==> config.mk <==
export PLATFORM = sky130hd
export DESIGN_NAME = bfs_route_finder
export DESIGN_NICKNAME = d
export VERILOG_FILES = /design/src/design/brf_pkg.sv /design/src/design/brf_adjacency.sv /design/src/design/brf_search.sv /design/src/design/bfs_route_finder.sv
export SDC_FILE = /design/constraint.sdc
export NUM_CORES = 1
export LEC_CHECK = 0
export BUFFER_PORTS_ARGS = -buffer_cell sky130_fd_sc_hd__buf_4
export CELL_PAD_IN_SITES_DETAIL_PLACEMENT = 2
export CELL_PAD_IN_SITES_GLOBAL_PLACEMENT = 2
export CORE_MARGIN = 1.5
export CORE_UTILIZATION = 42
export CTS_CLUSTER_SIZE = 8
export DETAILED_ROUTE_END_ITERATION = 10
export MAX_ROUTING_LAYER = met4
export PLACE_DENSITY_LB_ADDON = 0.1
export SYNTH_ARGS = -nofsm -noshare
export SYNTH_HDL_FRONTEND = slang
export SYNTH_HIERARCHICAL = 1
export SYNTH_SLANG_ARGS = --single-unit
==> constraint.sdc <==
create_clock -name clk -period 3.7 [get_ports clk]
set_input_delay 0 -clock clk [delete_from_list [all_inputs] [get_ports clk]]
set_output_delay 0 -clock clk [all_outputs]
set_load 0.1 [all_outputs]
==> src/design/brf_pkg.sv <==
// Shared types and constants for the breadth-first route finder.
// No dependencies; imported by every module of the block.
package brf_pkg;
	localparam int NODES  = 16;
	localparam int NODE_W = 4;
	localparam int CNT_W  = 5;

	typedef logic [NODE_W-1:0] node_t;
	typedef logic [NODES-1:0]  row_t;
	typedef logic [CNT_W-1:0]  cnt_t;

	localparam node_t LAST_NODE  = node_t'(NODES - 1);
	localparam cnt_t  NODES_CNT  = cnt_t'(NODES);
	localparam cnt_t  LAST_CNT   = cnt_t'(NODES - 1);

	localparam logic ACT_LOAD  = 1'b0;
	localparam logic ACT_ROUTE = 1'b1;

	typedef struct packed {
		logic  en;
		node_t idx;
		row_t  bits;
	} adj_wr_t;
endpackage

==> src/design/brf_adjacency.sv <==
// Adjacency bit matrix: one row written per load beat, one row read for the scan.
// Depends on brf_pkg.
module brf_adjacency (
	input  logic             clk,
	input  logic             arst_n,
	input  brf_pkg::adj_wr_t wr,
	input  brf_pkg::node_t   rd_idx,
	output brf_pkg::row_t    rd_row
);
	import brf_pkg::*;

	row_t rows_q [NODES];

	always_ff @(posedge clk or negedge arst_n) begin
		if (!arst_n) begin
			for (int i = 0; i < NODES; i++) rows_q[i] <= '0;
		end else if (wr.en) begin
			rows_q[wr.idx] <= wr.bits;
		end
	end

	assign rd_row = rows_q[rd_idx];
endmodule

==> src/design/brf_search.sv <==
// Search sequencer: breadth-first scan one neighbor bit per cycle, backtrack, emit.
// Depends on brf_pkg; reads rows from brf_adjacency.
module brf_search (
	input  logic           clk,
	input  logic           arst_n,
	input  logic           query,
	input  brf_pkg::node_t origin,
	input  brf_pkg::node_t destination,
	output brf_pkg::node_t rd_idx,
	input  brf_pkg::row_t  rd_row,
	output logic           busy,
	output logic           result_valid,
	output brf_pkg::node_t route_node,
	output logic           last,
	output logic           reached
);
	import brf_pkg::*;

	typedef enum logic [2:0] {
		ST_IDLE,
		ST_DEQ,
		ST_SCAN,
		ST_TRACE,
		ST_EMIT
	} state_t;

	state_t state_q;
	node_t  org_q, dst_q, u_q, v_q, cur_q;
	cnt_t   head_q, tail_q, depth_q;
	row_t   visited_q, predv_q;
	node_t  queue_q [NODES];
	node_t  pred_q  [NODES];
	node_t  stack_q [NODES];
	logic   reached_q, valid_q, last_q;
	node_t  node_q;
	node_t  head_node;
	logic   hit;

	assign rd_idx    = u_q;
	assign head_node = queue_q[head_q[NODE_W-1:0]];
	assign hit       = rd_row[v_q] && !visited_q[v_q];

	always_ff @(posedge clk or negedge arst_n) begin
		if (!arst_n) begin
			state_q   <= ST_IDLE;
			valid_q   <= 1'b0;
			visited_q <= '0;
			predv_q   <= '0;
			head_q    <= '0;
			tail_q    <= '0;
			depth_q   <= '0;
			org_q     <= '0;
			dst_q     <= '0;
			u_q       <= '0;
			v_q       <= '0;
			cur_q     <= '0;
			reached_q <= 1'b0;
			last_q    <= 1'b0;
			node_q    <= '0;
			for (int i = 0; i < NODES; i++) begin
				queue_q[i] <= '0;
				pred_q[i]  <= '0;
				stack_q[i] <= '0;
			end
		end else begin
			valid_q <= (state_q == ST_EMIT);
			case (state_q)
				ST_IDLE: begin
					if (query) begin
						org_q      <= origin;
						dst_q      <= destination;
						visited_q  <= row_t'(1) << origin;
						predv_q    <= '0;
						queue_q[0] <= origin;
						head_q     <= '0;
						tail_q     <= cnt_t'(1);
						state_q    <= ST_DEQ;
					end
				end
				ST_DEQ: begin
					if (head_q == tail_q || head_node == dst_q) begin
						cur_q   <= dst_q;
						depth_q <= '0;
						state_q <= ST_TRACE;
					end else begin
						u_q     <= head_node;
						v_q     <= '0;
						state_q <= ST_SCAN;
					end
					if (head_q != tail_q) head_q <= head_q + cnt_t'(1);
				end
				ST_SCAN: begin
					if (hit) begin
						visited_q[v_q] <= 1'b1;
						predv_q[v_q]   <= 1'b1;
						pred_q[v_q]    <= u_q;
						if (tail_q < NODES_CNT) begin
							queue_q[tail_q[NODE_W-1:0]] <= v_q;
							tail_q <= tail_q + cnt_t'(1);
						end
					end
					v_q <= v_q + node_t'(1);
					if (v_q == LAST_NODE) state_q <= ST_DEQ;
				end
				ST_TRACE: begin
					stack_q[depth_q[NODE_W-1:0]] <= cur_q;
					depth_q <= depth_q + cnt_t'(1);
					if (!predv_q[cur_q] || depth_q == LAST_CNT) begin
						reached_q <= (cur_q == org_q);
						state_q   <= ST_EMIT;
					end else begin
						cur_q <= pred_q[cur_q];
					end
				end
				ST_EMIT: begin
					node_q  <= stack_q[depth_q[NODE_W-1:0] - node_t'(1)];
					last_q  <= (depth_q == cnt_t'(1));
					depth_q <= depth_q - cnt_t'(1);
					if (depth_q == cnt_t'(1)) state_q <= ST_IDLE;
				end
				default: state_q <= ST_IDLE;
			endcase
		end
	end

	assign busy         = (state_q != ST_IDLE);
	assign result_valid = valid_q;
	assign route_node   = node_q;
	assign last         = last_q;
	assign reached      = reached_q;
endmodule

==> src/design/bfs_route_finder.sv <==
// Top level of the breadth-first route finder: command port, adjacency store, search.
// Depends on brf_pkg, brf_adjacency and brf_search.
//
// A load beat (action 0) writes one adjacency row and leaves busy low.
// A route beat (action 1) raises busy while the search sequencer runs: a dequeue step
// per queued node plus a scan step per neighbor bit tested (16 per dequeued node),
// then a backtrack step per path node and an emit step per result.
// Results appear one per cycle on route_node/last/reached while result_valid is high;
// the receiver cannot stall, so every result must be taken in the cycle it is shown.
// The neighbor scan, one adjacency bit per cycle, sets the query time.
module bfs_route_finder (
	input  logic           clk,
	input  logic           arst_n,
	input  logic           start,
	output logic           busy,
	input  logic           action,
	input  brf_pkg::node_t row_index,
	input  brf_pkg::row_t  row_bits,
	input  brf_pkg::node_t origin,
	input  brf_pkg::node_t destination,
	output logic           result_valid,
	output brf_pkg::node_t route_node,
	output logic           last,
	output logic           reached
);
	import brf_pkg::*;

	logic    accept;
	adj_wr_t adj_wr;
	node_t   rd_idx;
	row_t    rd_row;

	assign accept      = start && !busy;
	assign adj_wr.en   = accept && (action == ACT_LOAD);
	assign adj_wr.idx  = row_index;
	assign adj_wr.bits = row_bits;

	brf_adjacency u_adj (
		.clk    (clk),
		.arst_n (arst_n),
		.wr     (adj_wr),
		.rd_idx (rd_idx),
		.rd_row (rd_row)
	);

	brf_search u_search (
		.clk          (clk),
		.arst_n       (arst_n),
		.query        (accept && (action == ACT_ROUTE)),
		.origin       (origin),
		.destination  (destination),
		.rd_idx       (rd_idx),
		.rd_row       (rd_row),
		.busy         (busy),
		.result_valid (result_valid),
		.route_node   (route_node),
		.last         (last),
		.reached      (reached)
	);
endmodule
==> qor.yml <==
status:
  status: "finished with violations"
  failed_checks: "design-rule violations"
critical_path:
  critical_path.max_stage_delay_ns: 0.57
  cp.arrival_ns: 4.10
  crit_chain: "bufbuf_16, mux4_2, a22oi_1, nand2_1, nand2_1, o32a_1, mux4_2, mux2i_4, and3_4, buf_12, and3_2, mux2_2"
  cp.required_ns: 4.18
  worstSetupPathType: "reg2reg"
  startpoint_type: "flop"
  crit_slowest_cell: "dfrtp_4"
  reg2regPathDepth: 12
  crit_path_max_fanout: 15
  worstSetupEndpointType: "flop"
clocking:
  clock-sinks: 525
  cts_max_level: 3
  clockBufferDepth: 3
  cts_tree: "built"
  cts_made_buffers: 75
  insertion_delay_ns: 0.61
  root_buffer: "clkbuf_16"
  path_clk_slew_ns: 0.05
finish:
  num-nets-final: 1928
  layout_commonest_cell: "dfrtp_1"
  drive_above_1_share_pct: 43.3
  utilization_pct: 49.3
  mostFrequentLayoutCells: "522 x dfrtp_1, 388 x mux2_2, 111 x mux4_2"
  syn_to_final_growth_pct: 15.8
logic_synthesis:
  synthTopCellsByArea: "dfrtp_1 52%, mux2_2 17%, mux4_2 9.9%, mux2_4 1.9%, nand2_1 1.6%"
  syn-num-nets: 1830
  ys_seq_area_share_pct: 52.1
  synth_top_area_share_pct: 52.1
  synthArstFlopShare_pct: 100
  ys_types: 63
  avgSynthCellArea_um2: 14.2
  netlist_area_mm2: 0.0252
  synth_seq_cells: 525
  synth-edff-count: 0
  synthAdderAreaFrac_pct: 0.744
  yosys_warnings: 6
  synthMuxAreaShare_pct: 31.5
  synth_compound_area_share_pct: 4.72
  synth_ff_type: "dfrtp_1"
  synth_top_family_by_area: "multiplexers"
  synthSimpleGateAreaFrac_pct: 6.84
  postSynthCellCount: 1783
  yosys.area.top_type: "dfrtp_1"
  synthXorXnorAreaFrac_pct: 0.902
min_path:
  hp-class: "in2async"
route:
  viasPerCell: 5.78
  drc: 3
  post_drt_wl_per_cell_um: 27.0
  route.antenna.remaining_nets: 0
  drt_iter0_drc: 763
  dr.pass1.iters: 8
  vias: 15415
  routed_wl_mm: 72.1
sta:
  post-route-period-util_pct: 97.8
  clock-skew-final_ns: 0.0185
  tightest_slew_ns: 0.920
  fmax_mhz: 276
  slew_headroom_pct: 38.6
  finalHoldViolations: 0
  grt_setup_unrepaired: "true"
  setup_violations: 0
  whs_ns: 0.0393
  period_minus_slack_ns: 3.62
  maxSlewViolCount: 0
placement:
  io_buffers: 39
  place_congestion: 0.770
  dp_hpwl_mm: 45.7
global_route:
  grt_max_degree: 98
  grt_pass1_wl_mm: 112
  first_global_vias: 17713
  met3_usage_pct: 3.87
  antenna_found_initial: 4
  grt_use_met1_pct: 30.6
  grt_overflow: 0
  grt_use_total_pct: 25.1
  busiest_layer: "met2"
  grt_use_met2_pct: 42.2
power_and_ir_drop:
  ir_drop_mv: 0.429
  power.density_mw_per_mm2: 784
  cellLeakagePower_nw: 13.5
die:
  die-area_mm2: 0.0616
  initial_utilization_pct: 42.6
  die_x_um: 248
  core-area_mm2: 0.0592
  die_h_um: 248
  io_pins: 40
  num_rows: 89
flow_run:
  drv_cap: 0
==> stage by stage <==
step	setup TNS (ns)	instance area (um2)	total power [mW]	instances	setup WS, ns
4_1_cts	-0.00605	29100	23.1	2663	-0.00605
2_1_floorplan	0	25200	13.8	1783	0.212
6_report	0	29200	22.9	2667	0.0827
3_5_place_dp	-0.475	26700	16.6	2547	-0.0340
3_3_place_gp	0	26700	16.3	2547	0.00454
5_1_grt	-0.0839	29200	24.2	2667	-0.0490
==> layout make-up <==
cell class,instances,area (um2)
timing repair buffer,153,1510
multi-input combinational,1094,11500
clock inverter,5,58.8
antenna,3,7.51
sequential,525,13100
clock buffer,82,1960
inverter,32,120
fill,5541,30000
tap,773,967
==> worst max-delay path, delay by kind of cell, from the launching register on <==
| family | cells | cell delay, ns |
|---|---|---|
| compound gates | 2 | 0.24 |
| buf+inv | 2 | 0.51 |
| flops | 1 | 0.57 |
| mux | 4 | 1.43 |
| simple gates | 4 | 0.73 |
==> timing repair <==
action / 4_1_cts / 5_1_grt
endpoints found under the hold margin: 372 / 0
gates cloned: 1 / 0
pin swaps: 0 / 2
setup endpoints to repair: 65 / 106
hold buffers: 28 / 0
setup buffers: 0 / 1
resized for setup: 4 / 36
==> power by group <==
group          internal [mW]  total, mW  switching (mW)
registers               7.37       8.62            1.25
clock network           3.69       6.17            2.48
logic                   3.82       8.11            4.28
==> cells by family (layout without fill, tap and decap cells) <==
kind of cell | Yosys count | in the layout
flops | 525 | 525
other cells | 0 | 3
xor+xnor | 26 | 26
simple gates | 295 | 295
fa+ha+maj | 15 | 15
buf+inv | 164 | 272
mux | 580 | 580
compound gates | 178 | 178
==> worst paths after layout <==
check,startpoint,endpoint,slack (ns)
min reg2reg,u_search/reached,u_search/reached,0.48
min in group clk,row_index[0],u_adj/rows_q[112],0.13
max in group asynchronous,arst_n,u_adj/rows_q[24],2.49
min,arst_n,u_search/stack_q[47],0.04
max,u_search/rd_idx[0],u_search/queue_q[46],0.08
max reg2reg,u_search/rd_idx[0],u_search/queue_q[46],0.08
==> metal layers <==
layer | wire, um | share of wire [%]
met4 | 2390 | 3.3
met2 | 36600 | 51
met1 | 30900 | 43
met3 | 2280 | 3.2
met5 | 0 | 0
==> state kept, by name, summed over array words and instances, names as in the netlist <==
register,cells
u_adj/rows_q,256
u_search/rd_idx,4
u_search/head_q,5
u_search/predv_q,16
u_search/result_valid,1
u_search/tail_q,5
u_search/org_q,4
u_search/cur_q,4
u_search/reached,1
u_search/stack_q,64
u_search/visited_q,16
u_search/route_node,4
u_search/queue_q,64
u_search/pred_q,64
u_search/state_q,3
u_search/dst_q,4
u_search/depth_q,5
u_search/last,1
u_search/v_q,4
==> synth_stat cells, drive strengths merged, types with 7 or more instances <==
library cell,instances
buf,63
inv,30
mux2i,18
nand2,106
dfrtp,525
nor2,51
xor2,13
mux2,446
and2,15
ha,15
and3,17
clkbuf,69
xnor2,13
o21ai,33
mux4,116
nand2b,7
nor3,16
a22oi,38
a2bb2oi,16
nand3,42
nor2b,20
a21oi,53
No activity file was read; power rests on OpenSTA's default activity.
